**src/rtl/core/ngsc_pkg.sv**
```systemverilog
// ----------------------------------------------------------------------------
// ngsc_pkg
// Shared types and constants of the NMEA sentence checker: line limits,
// character codes, status codes, controller states and the command/status
// structs between controller and datapath.
// ----------------------------------------------------------------------------
package ngsc_pkg;

  localparam int MAX_LINE   = 128;
  localparam int MAX_FIELDS = 32;

  localparam int POS_W  = $clog2(MAX_LINE);        // byte offset in a line
  localparam int FIDX_W = $clog2(MAX_FIELDS);      // field table address
  localparam int FCNT_W = $clog2(MAX_FIELDS + 1);  // field count, holds MAX_FIELDS

  localparam logic [POS_W-1:0]  LAST_POS     = POS_W'(MAX_LINE - 1);
  localparam logic [FCNT_W-1:0] FIELDS_LIMIT = FCNT_W'(MAX_FIELDS);

  localparam logic [7:0] NEWLINE_BYTE = 8'd10;
  localparam logic [7:0] STAR_BYTE    = 8'd42;
  localparam logic [7:0] COMMA_BYTE   = 8'd44;

  localparam logic [23:0] SENTENCE_TYPE_RESET = 24'h474741;  // "GGA"

  typedef enum logic [2:0] {
    ST_FIELD      = 3'd0,
    ST_WRONG_TYPE = 3'd1,
    ST_NO_STAR    = 3'd2,
    ST_BAD_SUM    = 3'd3,
    ST_TOO_LONG   = 3'd4
  } status_t;

  typedef enum logic [1:0] {
    S_RUN,   // taking bytes
    S_STAT,  // one status item waits for the output register
    S_RD,    // field table read in flight
    S_EMIT   // descriptor waits for the output register
  } ctrl_state_t;

  typedef struct packed {
    logic take_byte;  // a byte transaction completes this cycle
    logic load_stat;  // load line status item into the output register
    logic load_desc;  // load a field descriptor into the output register
    logic idx_clr;
    logic idx_inc;
  } dp_cmd_t;

  typedef struct packed {
    logic is_newline;  // byte on the input is a newline
    logic emit_desc;   // the line ending now passes and has fields
    logic out_free;    // output register can take a result this cycle
    logic drain_last;  // descriptor index is the line's last field
  } dp_stat_t;

  // {invalid, value} of an uppercase hex digit
  function automatic logic [4:0] hex_nibble(input logic [7:0] c);
    logic [4:0] r;
    if (c >= 8'd48 && c <= 8'd57) begin
      r = {1'b0, 4'(c - 8'd48)};
    end else if (c >= 8'd65 && c <= 8'd70) begin
      r = {1'b0, 4'(c - 8'd55)};
    end else begin
      r = 5'b10000;
    end
    return r;
  endfunction

endpackage

```
**src/rtl/core/ngsc_dp.sv**
```systemverilog
// ----------------------------------------------------------------------------
// ngsc_dp
// Datapath: per-line checksum, type and field tracking, field table memory,
// line-end status capture and the output register.
// ----------------------------------------------------------------------------
module ngsc_dp
  import ngsc_pkg::*;
(
  input  logic       clk,
  input  logic       rst_n,
  input  logic       cfg_valid,
  input  logic [23:0] cfg_sentence_type,
  input  logic [7:0] in_data_byte,
  input  logic       out_stall,
  output logic       out_valid,
  output logic [2:0] out_status,
  output logic [4:0] out_field_index,
  output logic [6:0] out_field_start,
  output logic [6:0] out_field_length,
  output logic       out_last,
  input  dp_cmd_t    cmd,
  output dp_stat_t   stat
);

  logic [23:0]       stype_r;
  logic [POS_W-1:0]  pos_r, pos_nxt;
  logic [7:0]        xsum_r, xsum_nxt;
  logic              star_r, star_nxt;
  logic [1:0]        hex_cnt_r, hex_cnt_nxt;
  logic [7:0]        rsum_r, rsum_nxt;
  logic              hex_bad_r, hex_bad_nxt;
  logic              tmatch_r, tmatch_nxt;
  logic              ovf_r, ovf_nxt;
  logic [FCNT_W-1:0] fcnt_r, fcnt_nxt;
  logic [POS_W-1:0]  fstart_r, fstart_nxt;

  logic [2*POS_W-1:0] ftab [MAX_FIELDS];
  logic [2*POS_W-1:0] rd_data_r;
  logic               wr_en;
  logic [FIDX_W-1:0]  wr_addr;
  logic [2*POS_W-1:0] wr_data;

  status_t           line_st_r, st_now, st_final;
  logic [FIDX_W-1:0] last_idx_r, drain_idx_r;

  logic       out_valid_r;
  logic [2:0] out_status_r;
  logic [4:0] out_index_r;
  logic [6:0] out_start_r, out_length_r;
  logic       out_last_r;

  logic       is_nl;
  logic [7:0] want;
  logic [4:0] hex;

  assign is_nl = (in_data_byte == NEWLINE_BYTE);
  assign hex   = hex_nibble(in_data_byte);

  always_comb begin
    case (pos_r)
      POS_W'(3): want = stype_r[23:16];
      POS_W'(4): want = stype_r[15:8];
      default:   want = stype_r[7:0];
    endcase
  end

  // line status as seen at a newline
  always_comb begin
    if (ovf_r) begin
      st_now = ST_TOO_LONG;
    end else if (!tmatch_r || pos_r < POS_W'(6)) begin
      st_now = ST_WRONG_TYPE;
    end else if (!star_r) begin
      st_now = ST_NO_STAR;
    end else if (hex_bad_r || hex_cnt_r < 2'd2 || rsum_r != xsum_r) begin
      st_now = ST_BAD_SUM;
    end else begin
      st_now = ST_FIELD;
    end
    st_final = (st_now == ST_FIELD && fcnt_r == '0) ? ST_NO_STAR : st_now;
  end

  // per-byte update
  always_comb begin
    pos_nxt     = pos_r;
    xsum_nxt    = xsum_r;
    star_nxt    = star_r;
    hex_cnt_nxt = hex_cnt_r;
    rsum_nxt    = rsum_r;
    hex_bad_nxt = hex_bad_r;
    tmatch_nxt  = tmatch_r;
    ovf_nxt     = ovf_r;
    fcnt_nxt    = fcnt_r;
    fstart_nxt  = fstart_r;
    wr_en       = 1'b0;
    wr_addr     = fcnt_r[FIDX_W-1:0];
    wr_data     = {fstart_r, POS_W'(pos_r - fstart_r)};
    if (cmd.take_byte) begin
      if (is_nl) begin
        pos_nxt     = '0;
        xsum_nxt    = '0;
        star_nxt    = 1'b0;
        hex_cnt_nxt = '0;
        rsum_nxt    = '0;
        hex_bad_nxt = 1'b0;
        tmatch_nxt  = 1'b1;
        ovf_nxt     = 1'b0;
        fcnt_nxt    = '0;
        fstart_nxt  = POS_W'(1);
      end else if (pos_r == LAST_POS) begin
        ovf_nxt = 1'b1;  // byte dropped
      end else begin
        if (pos_r >= POS_W'(3) && pos_r <= POS_W'(5) && in_data_byte != want) begin
          tmatch_nxt = 1'b0;
        end
        if (pos_r != '0) begin
          if (!star_r) begin
            if (in_data_byte == STAR_BYTE) begin
              star_nxt = 1'b1;
              wr_en    = (fcnt_r < FIELDS_LIMIT);
            end else begin
              xsum_nxt = xsum_r ^ in_data_byte;
              if (in_data_byte == COMMA_BYTE) begin
                wr_en      = (fcnt_r < FIELDS_LIMIT);
                fstart_nxt = POS_W'(pos_r + POS_W'(1));
              end
            end
          end else if (hex_cnt_r < 2'd2) begin
            if (hex[4]) begin
              hex_bad_nxt = 1'b1;
            end else begin
              rsum_nxt = {rsum_r[3:0], hex[3:0]};
            end
            hex_cnt_nxt = hex_cnt_r + 2'd1;
          end
        end
        if (wr_en) begin
          fcnt_nxt = fcnt_r + FCNT_W'(1);
        end
        pos_nxt = pos_r + POS_W'(1);
      end
    end
  end

  always_ff @(posedge clk) begin
    if (!rst_n) begin
      stype_r   <= SENTENCE_TYPE_RESET;
      pos_r     <= '0;
      xsum_r    <= '0;
      star_r    <= 1'b0;
      hex_cnt_r <= '0;
      rsum_r    <= '0;
      hex_bad_r <= 1'b0;
      tmatch_r  <= 1'b1;
      ovf_r     <= 1'b0;
      fcnt_r    <= '0;
      fstart_r  <= POS_W'(1);
    end else begin
      if (cfg_valid) begin
        stype_r <= cfg_sentence_type;
      end
      pos_r     <= pos_nxt;
      xsum_r    <= xsum_nxt;
      star_r    <= star_nxt;
      hex_cnt_r <= hex_cnt_nxt;
      rsum_r    <= rsum_nxt;
      hex_bad_r <= hex_bad_nxt;
      tmatch_r  <= tmatch_nxt;
      ovf_r     <= ovf_nxt;
      fcnt_r    <= fcnt_nxt;
      fstart_r  <= fstart_nxt;
    end
  end

  // field table: one write port, one registered read port
  always_ff @(posedge clk) begin
    if (wr_en) begin
      ftab[wr_addr] <= wr_data;
    end
    rd_data_r <= ftab[drain_idx_r];
  end

  // line end capture
  always_ff @(posedge clk) begin
    if (cmd.take_byte && is_nl) begin
      line_st_r  <= st_final;
      last_idx_r <= FIDX_W'(fcnt_r - FCNT_W'(1));
    end
  end

  always_ff @(posedge clk) begin
    if (!rst_n) begin
      drain_idx_r <= '0;
    end else if (cmd.idx_clr) begin
      drain_idx_r <= '0;
    end else if (cmd.idx_inc) begin
      drain_idx_r <= drain_idx_r + FIDX_W'(1);
    end
  end

  // output register
  always_ff @(posedge clk) begin
    if (!rst_n) begin
      out_valid_r <= 1'b0;
    end else if (cmd.load_stat || cmd.load_desc) begin
      out_valid_r <= 1'b1;
    end else if (!out_stall) begin
      out_valid_r <= 1'b0;
    end
  end

  always_ff @(posedge clk) begin
    if (cmd.load_stat) begin
      out_status_r <= line_st_r;
      out_index_r  <= '0;
      out_start_r  <= '0;
      out_length_r <= '0;
      out_last_r   <= 1'b1;
    end else if (cmd.load_desc) begin
      out_status_r <= ST_FIELD;
      out_index_r  <= 5'(drain_idx_r);
      out_start_r  <= 7'(rd_data_r[2*POS_W-1:POS_W]);
      out_length_r <= 7'(rd_data_r[POS_W-1:0]);
      out_last_r   <= (drain_idx_r == last_idx_r);
    end
  end

  assign out_valid        = out_valid_r;
  assign out_status       = out_status_r;
  assign out_field_index  = out_index_r;
  assign out_field_start  = out_start_r;
  assign out_field_length = out_length_r;
  assign out_last         = out_last_r;

  assign stat.is_newline = is_nl;
  assign stat.emit_desc  = (st_now == ST_FIELD) && (fcnt_r != '0);
  assign stat.out_free   = !out_valid_r || !out_stall;
  assign stat.drain_last = (drain_idx_r == last_idx_r);

endmodule

```
**config.mk**
```make
export PLATFORM = sky130hd
export DESIGN_NAME = ngsc_dp
export DESIGN_NICKNAME = d
export VERILOG_FILES = /design/src/rtl/core/ngsc_pkg.sv /design/src/rtl/core/ngsc_dp.sv
export SDC_FILE = /design/constraint.sdc
export NUM_CORES = 1
export LEC_CHECK = 0
export ABC_CLOCK_PERIOD_IN_PS = 8200
export BUFFER_PORTS_ARGS = -buffer_cell sky130_fd_sc_hd__buf_2
export CAP_MARGIN = 20
export CORE_ASPECT_RATIO = 1.1
export CORE_MARGIN = 10
export CORE_UTILIZATION = 64
export DETAILED_ROUTE_END_ITERATION = 10
export HOLD_SLACK_MARGIN = 0.05
export PLACE_DENSITY = 0.92
export SYNTH_ARGS = -nofsm -noshare
export SYNTH_HDL_FRONTEND = slang
export SYNTH_SLANG_ARGS = --single-unit
```
**constraint.sdc**
```tcl
create_clock -name clk -period 8.2 [get_ports clk]
set_input_delay 1.23 -clock clk [delete_from_list [all_inputs] [get_ports clk]]
set_output_delay 1.23 -clock clk [all_outputs]
set_load 0.01 [all_outputs]
```
==> run summary, run 1 <==
status: finished clean
Max Cap Viol: 0
worst hold-check path type: reg2reg
clock skew: 0.0426 ns
area grow syn2layout: 12.9%
average wire per standard cell: 32.5 µm
FP Rows: 72
Async SR Flop Fraction: 0%
Setup crit end kind: primary output
r2r endpoint: rd_data_r[8]
Fmax: 232 MHz
Synthesis Warnings: 0
Top FF cell, synth: edfxtp_1
Max-slew headroom: 17.9%
Total Nets Final: 1431
first-pass GRT wire length: 85.7 mm
filler cell count in the final layout: 1878
Die X: 199 µm
H-tree depth: 2
#FFs+latches synth: 565
hold-fix buffers at CTS: 0
die area: 43300 µm²
vias: 13.0k
DR vias/cell: 7.00
post-synthesis average cell area: 17.9 µm²
leakage power: 8.65 nW
Core Footprint: 35000 µm²
DR iter-0 viols: 1918
Longest Clk Path Bufs: 3
largest net degree at the start of global routing: 77
Post-Syn Instances: 1265
Final Cycle Share: 52.6%
RSZ-0062 raised after global routing: no
end-of-flow core utilization: 73.0%
critical path peak fanout: 17
# port buffers: 68
DRC: 0
setup TNS: 0 ns
Initial Util: 64.6%
post-synthesis net count: 1326
Post-DRT Antenna Nets: 0
max-slew violation count: 0
R2R Setup Slk: 4.16 ns
Final Cell Area: 25600 µm²
post-place setup slack: 3.59 ns
Slew @ Worst Pin: 1.23 ns
CTS Buf Count: 51
post-DP HPWL: 35.1 mm
WP data arrival: 3.08 ns
io pins: 69
most frequent cells in the layout: 459 x edfxtp_1, 140 x mux4_2, 103 x dfxtp_1
CTS tree: done
Hold Path Sink: hex_bad_r
Hold Crit Depth: 2
die height: 217 µm
Post-synth EDFFs: 459
Pwr Density: 229 nW/µm²
Worst Path Required: 6.97 ns
Skew-Pair Late Insertion Delay: 0.60 ns
Seq/Total Area, Yosys: 70.2%
final setup vio count: 0
Final Hold Violating Endpoints: 0
Worst Reg-to-Reg Cells: 5
setup bufs post-CTS: 0
RePlAce Congestion: 0.848
hold path startpoint: hex_bad_r
initial antenna violation count: 2
crit path launch type: flip-flop
commonest non-fill, non-tap cell in the layout: edfxtp_1
cell area after synthesis: 22700 µm²
TritonCTS Sinks: 565
Placed Area: 23500 µm²
CTS root buffer: clkbuf_16
vias in the first global route: 12.9k
Initial DRT Pass Iterations: 6
Post-CTS Resized: 0
total grt overflow: 0
IR drop worst, VDD: 193 µV
routed wire length: 60.4 mm
WS Path Type: reg2out
clock transition at the registers of the reported paths: 0.07 ns
GRT Total Usage: 26.9%
r2r startpoint: drain_idx_r[0]
final worst slack: 3.89 ns
Synth cell types: 65
Final Critical Period: 4.31 ns
fraction of layout cells with a size suffix above 1: 27.1%
==> report_power, final <==
group          total (mW)  internal, mW  switching [mW]
clock network        2.46          1.36            1.10
registers            3.13          3.12          0.0177
logic               0.261         0.102           0.159
total                5.86          4.58            1.27
==> worst max-delay path by stage <==
stage / slack, ns / depth (start not counted) / end / startpoint
2_1_floorplan: 4.64 / 7 / ftab[28][0] / in_data_byte[6]
3_5_place_dp: 3.59 / 7 / ftab[0][8] / in_data_byte[6]
3_3_place_gp: 3.75 / 7 / ftab[17][5] / in_data_byte[6]
4_1_cts: 3.99 / 3 / stat[0] / drain_idx_r[2]
5_1_grt: 3.83 / 5 / rd_data_r[8] / drain_idx_r[0]
6_report: 3.89 / 4 / stat[0] / drain_idx_r[4]
==> routing by layer <==
metal  part of all wire, %  global-route usage (%)  wire [µm]  vias up
li1                      -                       -          -     5193
met1                    35                    35.4      20900     6528
met2                    49                    44.1      29300     1121
met3                    12                    5.65       7350      172
met4                   4.7                    9.62       2820        0
met5                     0                       0          0        -
==> layout make-up <==
class,count,area [µm²],share of cell area (%)
flip-flops and latches,565,15900,62.2
multi-input cells,610,6460,25.3
clock buffers,67,1460,5.72
repair buffers,120,847,3.31
well taps,444,556,2.17
clock inverters,28,251,0.983
inverters,22,82.6,0.323
diodes,2,5.00,0.0196
==> through the flow <==
step	hold WS [ns]	power [mW]	cells
floorplan	0.428	3.34	1265
global placement	0.448	3.43	1723
detailed placement	0.455	3.44	1726
CTS	0.473	5.82	1821
global route	0.502	5.97	1856
finish	0.473	5.86	1858
==> logic make-up (layout without fill, tap and decap cells) <==
logic type / Yosys count / after routing / share of synthesized area [%]
other cells: 0 / 2 / 0
xor+xnor: 39 / 39 / 1.51
fa+ha+maj: 20 / 20 / 1.14
mux: 201 / 201 / 16.7
flops: 565 / 565 / 70.2
buf+inv: 90 / 237 / 1.67
simple gates: 253 / 253 / 5.83
compound gates: 97 / 97 / 2.94
==> synthesized netlist by cell type (3+ instances only) <==
master / instances / area share, %
nand2_1: 40 / 0.66
and3_1: 12 / 0.33
and2_1: 6 / 0.17
a21oi_1: 17 / 0.38
nor4_1: 9 / 0.25
mux2i_1: 45 / 2.0
a22oi_1: 9 / 0.30
a21o_1: 5 / 0.17
buf_1: 12 / 0.20
edfxtp_1: 459 / 61
mux2_2: 16 / 0.80
ha_1: 19 / 1.0
o21ai_0: 15 / 0.33
or3b_2: 3 / 0.12
a21boi_1: 6 / 0.20
nand3_1: 24 / 0.53
or3_1: 3 / 0.083
buf_4: 5 / 0.17
nor3_1: 7 / 0.15
a21boi_0: 9 / 0.30
inv_1: 21 / 0.35
xnor2_1: 20 / 0.77
o22ai_1: 4 / 0.11
xor2_1: 19 / 0.73
buf_2: 5 / 0.11
or2_2: 3 / 0.083
nor2_1: 85 / 1.4
mux4_2: 140 / 14
nand4_1: 5 / 0.14
and4_1: 3 / 0.12
clkbuf_1: 44 / 0.73
o21bai_1: 3 / 0.099
a31oi_1: 3 / 0.083
nor2b_1: 31 / 0.86
or4_1: 3 / 0.099
nand2b_1: 5 / 0.14
o31a_1: 9 / 0.35
dfxtp_1: 106 / 9.4
==> sequential cells by signal, indices dropped and copies added (netlist names), 8 cells and up <==
register   cells
ftab         448
rd_data_r     14
rsum_r         8
stype_r       24
xsum_r         8
==> worst max-delay path: stages (launching register included) <==
cell and delay [ns]:
dfxtp_1 1.02, xnor2_1 0.21, nand3_1 0.15, nor3_1 0.83
buf_2 0.28
Note: power is estimated with default switching activity, not from simulation.
==> run 2: changes to the inputs <==
--- a/config.mk
+++ b/config.mk
@@ -5,15 +5,15 @@
 export SDC_FILE = /design/constraint.sdc
 export NUM_CORES = 1
 export LEC_CHECK = 0
-export ABC_CLOCK_PERIOD_IN_PS = 8200
+export ABC_CLOCK_PERIOD_IN_PS = 3600
 export BUFFER_PORTS_ARGS = -buffer_cell sky130_fd_sc_hd__buf_2
 export CAP_MARGIN = 20
 export CORE_ASPECT_RATIO = 1.1
 export CORE_MARGIN = 10
-export CORE_UTILIZATION = 64
+export CORE_UTILIZATION = 56
 export DETAILED_ROUTE_END_ITERATION = 10
 export HOLD_SLACK_MARGIN = 0.05
-export PLACE_DENSITY = 0.92
+export PLACE_DENSITY = 0.86
 export SYNTH_ARGS = -nofsm -noshare
 export SYNTH_HDL_FRONTEND = slang
 export SYNTH_SLANG_ARGS = --single-unit
==> constraint.sdc (replaced) <==
create_clock -name clk -period 3.6 [get_ports clk]
set_input_delay 0.54 -clock clk [delete_from_list [all_inputs] [get_ports clk]]
set_output_delay 0.54 -clock clk [all_outputs]
set_load 0.01 [all_outputs]
==> run summary, run 2 (synthesis results as in run 1) <==
status: finished clean
IR drop worst, VDD: 592 µV (+210%)
DRC: 0 (unchanged)
Critical-path top delay cell: dfxtp_4
H-tree depth: 2 (unchanged)
Post-DRT Antenna Nets: 0 (unchanged)
Initial Util: 56.5% (-8.1 points)
top flop regs: ftab: 448 flops, stype_r: 24 flops, rd_data_r: 14 flops
WS Path Type: reg2out
hold-fix buffers at CTS: 0 (unchanged)
CTS Buf Count: 54 (+5.9%)
Setup crit end kind: primary output
critical path peak fanout: 47 (+30)
RSZ-0062 raised after global routing: no
clock transition at the registers of the reported paths: 0.06 ns (about the same)
final setup vio count: 0 (unchanged)
Max Cap Viol: 0 (unchanged)
GRT Total Usage: 21.4% (-5.5 points)
vias: 12.3k (-5.6%)
vias in the first global route: 12.3k (-4.2%)
max-slew violation count: 0 (unchanged)
worst hold-check path type: in2reg
most frequent cells in the layout: 459 x edfxtp_1, 140 x mux4_2, 102 x dfxtp_1
CTS root buffer: clkbuf_16
initial antenna violation count: 2 (unchanged)
final worst slack: 0.381 ns (-3.50 ns)
die height: 231 µm (+6.3%)
largest net degree at the start of global routing: 53 (-31%)
Worst Path Required: 3.06 ns (-3.91 ns)
post-DP HPWL: 32.1 mm (-8.6%)
io pins: 69 (unchanged)
crit path launch type: flip-flop
max reg flops: 448 (unchanged)
CP max stage delay: 0.80 ns (-0.22 ns)
# port buffers: 68 (unchanged)
Total Nets Final: 1441 (+0.70%)
DR iter-0 viols: 1614 (-16%)
post-place setup slack: 0.527 ns (-3.07 ns)
Longest Clk Path Bufs: 3 (unchanged)
total grt overflow: 0 (unchanged)
antenna fix cells: 0 (-2)
Post-CTS Resized: 0 (unchanged)
Pwr Density: 515 nW/µm² (+120%)
Fmax: 311 MHz
area grow syn2layout: 13.3%
setup TNS: 0 ns (unchanged)
CP Buf/Inv Count: 1 (unchanged)
Max-slew headroom: 33.1% (+15 points)
FP Rows: 77 (+6.9%)
worst path cell trace: xnor2_1 -> nand3_1 -> nor3_1 -> buf_2
Slew @ Worst Pin: 1.00 ns (-0.228 ns)
TritonCTS Sinks: 565 (unchanged)
average wire per standard cell: 27.1 µm (-17%)
WP data arrival: 2.68 ns (-0.40 ns)
top cell family by delay on the critical path: flip-flops
Initial DRT Pass Iterations: 6 (unchanged)
clock skew: 0.0339 ns (-0.00867 ns)
Final Hold Violating Endpoints: 0 (unchanged)
Skew-Pair Late Insertion Delay: 0.62 ns (+0.02 ns)
commonest non-fill, non-tap cell in the layout: edfxtp_1
CTS tree: done
first-pass GRT wire length: 78.8 mm (-8.1%)
DR vias/cell: 6.34 (-9.5%)
Final Cycle Share: 89.4%
filler cell count in the final layout: 2597 (+38%)
Die X: 212 µm (+6.2%)
RePlAce Congestion: 0.861 (+1.5%)
die area: 48900 µm² (+13%)
setup bufs post-CTS: 0 (unchanged)
routed wire length: 52.6 mm (-13%)
Final Critical Period: 3.22 ns
Largest Register: ftab
leakage power: 8.78 nW (+1.5%)
Core Footprint: 40100 µm² (+14%)
fraction of layout cells with a size suffix above 1: 27.3% (+0.17 points)
[run 2: cell types whose count changed in the layout (fill, tap and decap cells not counted), sizes merged]
cell | before | now
buf | 119 | 126
clkinvlp | 6 | 2
clkbuf | 68 | 71
diode | 2 | 0
clkinv | 17 | 21
bufinv | 3 | 4
inv | 24 | 26
[run 2: final cells by class]
| type | instances | area [µm²] | share of cell area [%] |
|---|---|---|---|
| clock inverter | 31 | 274 | 1.07 |
| multi-input combinational | 610 | 6420 | 25.0 |
| clock buffer | 70 | 1440 | 5.62 |
| tap | 513 | 642 | 2.50 |
| sequential | 565 | 15900 | 62.0 |
| timing repair buffer | 127 | 883 | 3.44 |
| inverter | 22 | 82.6 | 0.322 |
[run 2: worst paths after layout]
| path | start | end | depth (start not counted) | slack (ns) |
|---|---|---|---|---|
| hold reg to reg | stype_r[17] | stype_r[17] | 2 | 0.47 |
| hold / removal | cfg_sentence_type[22] | stype_r[22] | 3 | 0.15 |
| setup reg to reg | pos_r[0] | ftab[5][7] | 8 | 0.52 |
| setup / recovery | drain_idx_r[1] | stat[0] | 4 | 0.38 |
[run 2: power breakdown]
group / internal [mW] / total (mW) / switching (mW)
Combinational: 0.224 / 0.550 / 0.326
Sequential: 7.11 / 7.14 / 0.0360
Clock: 3.12 / 5.51 / 2.40
Total: 10.4 / 13.2 / 2.76
[run 2: through the flow]
| stage | instance area [µm²] | instances | hold slack (ns) | total power, mW | utilization, % |
|---|---|---|---|---|---|
| after floorplan | 22700 | 1265 | 0.428 | 7.61 | - |
| after global placement | 23900 | 1834 | 0.448 | 7.78 | 59.6 |
| after detailed placement | 23900 | 1834 | 0.456 | 7.81 | 59.6 |
| after CTS | 25600 | 1935 | 0.133 | 13.2 | 63.9 |
| after global routing | 25700 | 1938 | 0.168 | 13.5 | 64.0 |
| final | 25700 | 1938 | 0.153 | 13.2 | 64.0 |
[run 2: worst min-delay path, cell delays in order]
cell and delay, ns:
buf_2 0.07, mux2i_1 0.05, nand2_1 0.06
[run 2: layer usage]
| metal | GRT usage, % | routed length (µm) | share of wire (%) |
|---|---|---|---|
| met3 | 4.13 | 5360 | 10 |
| met2 | 34.7 | 25900 | 49 |
| met1 | 28.3 | 19400 | 37 |
| met5 | 0 | 28 | 0.053 |
| met4 | 8.46 | 1890 | 3.6 |
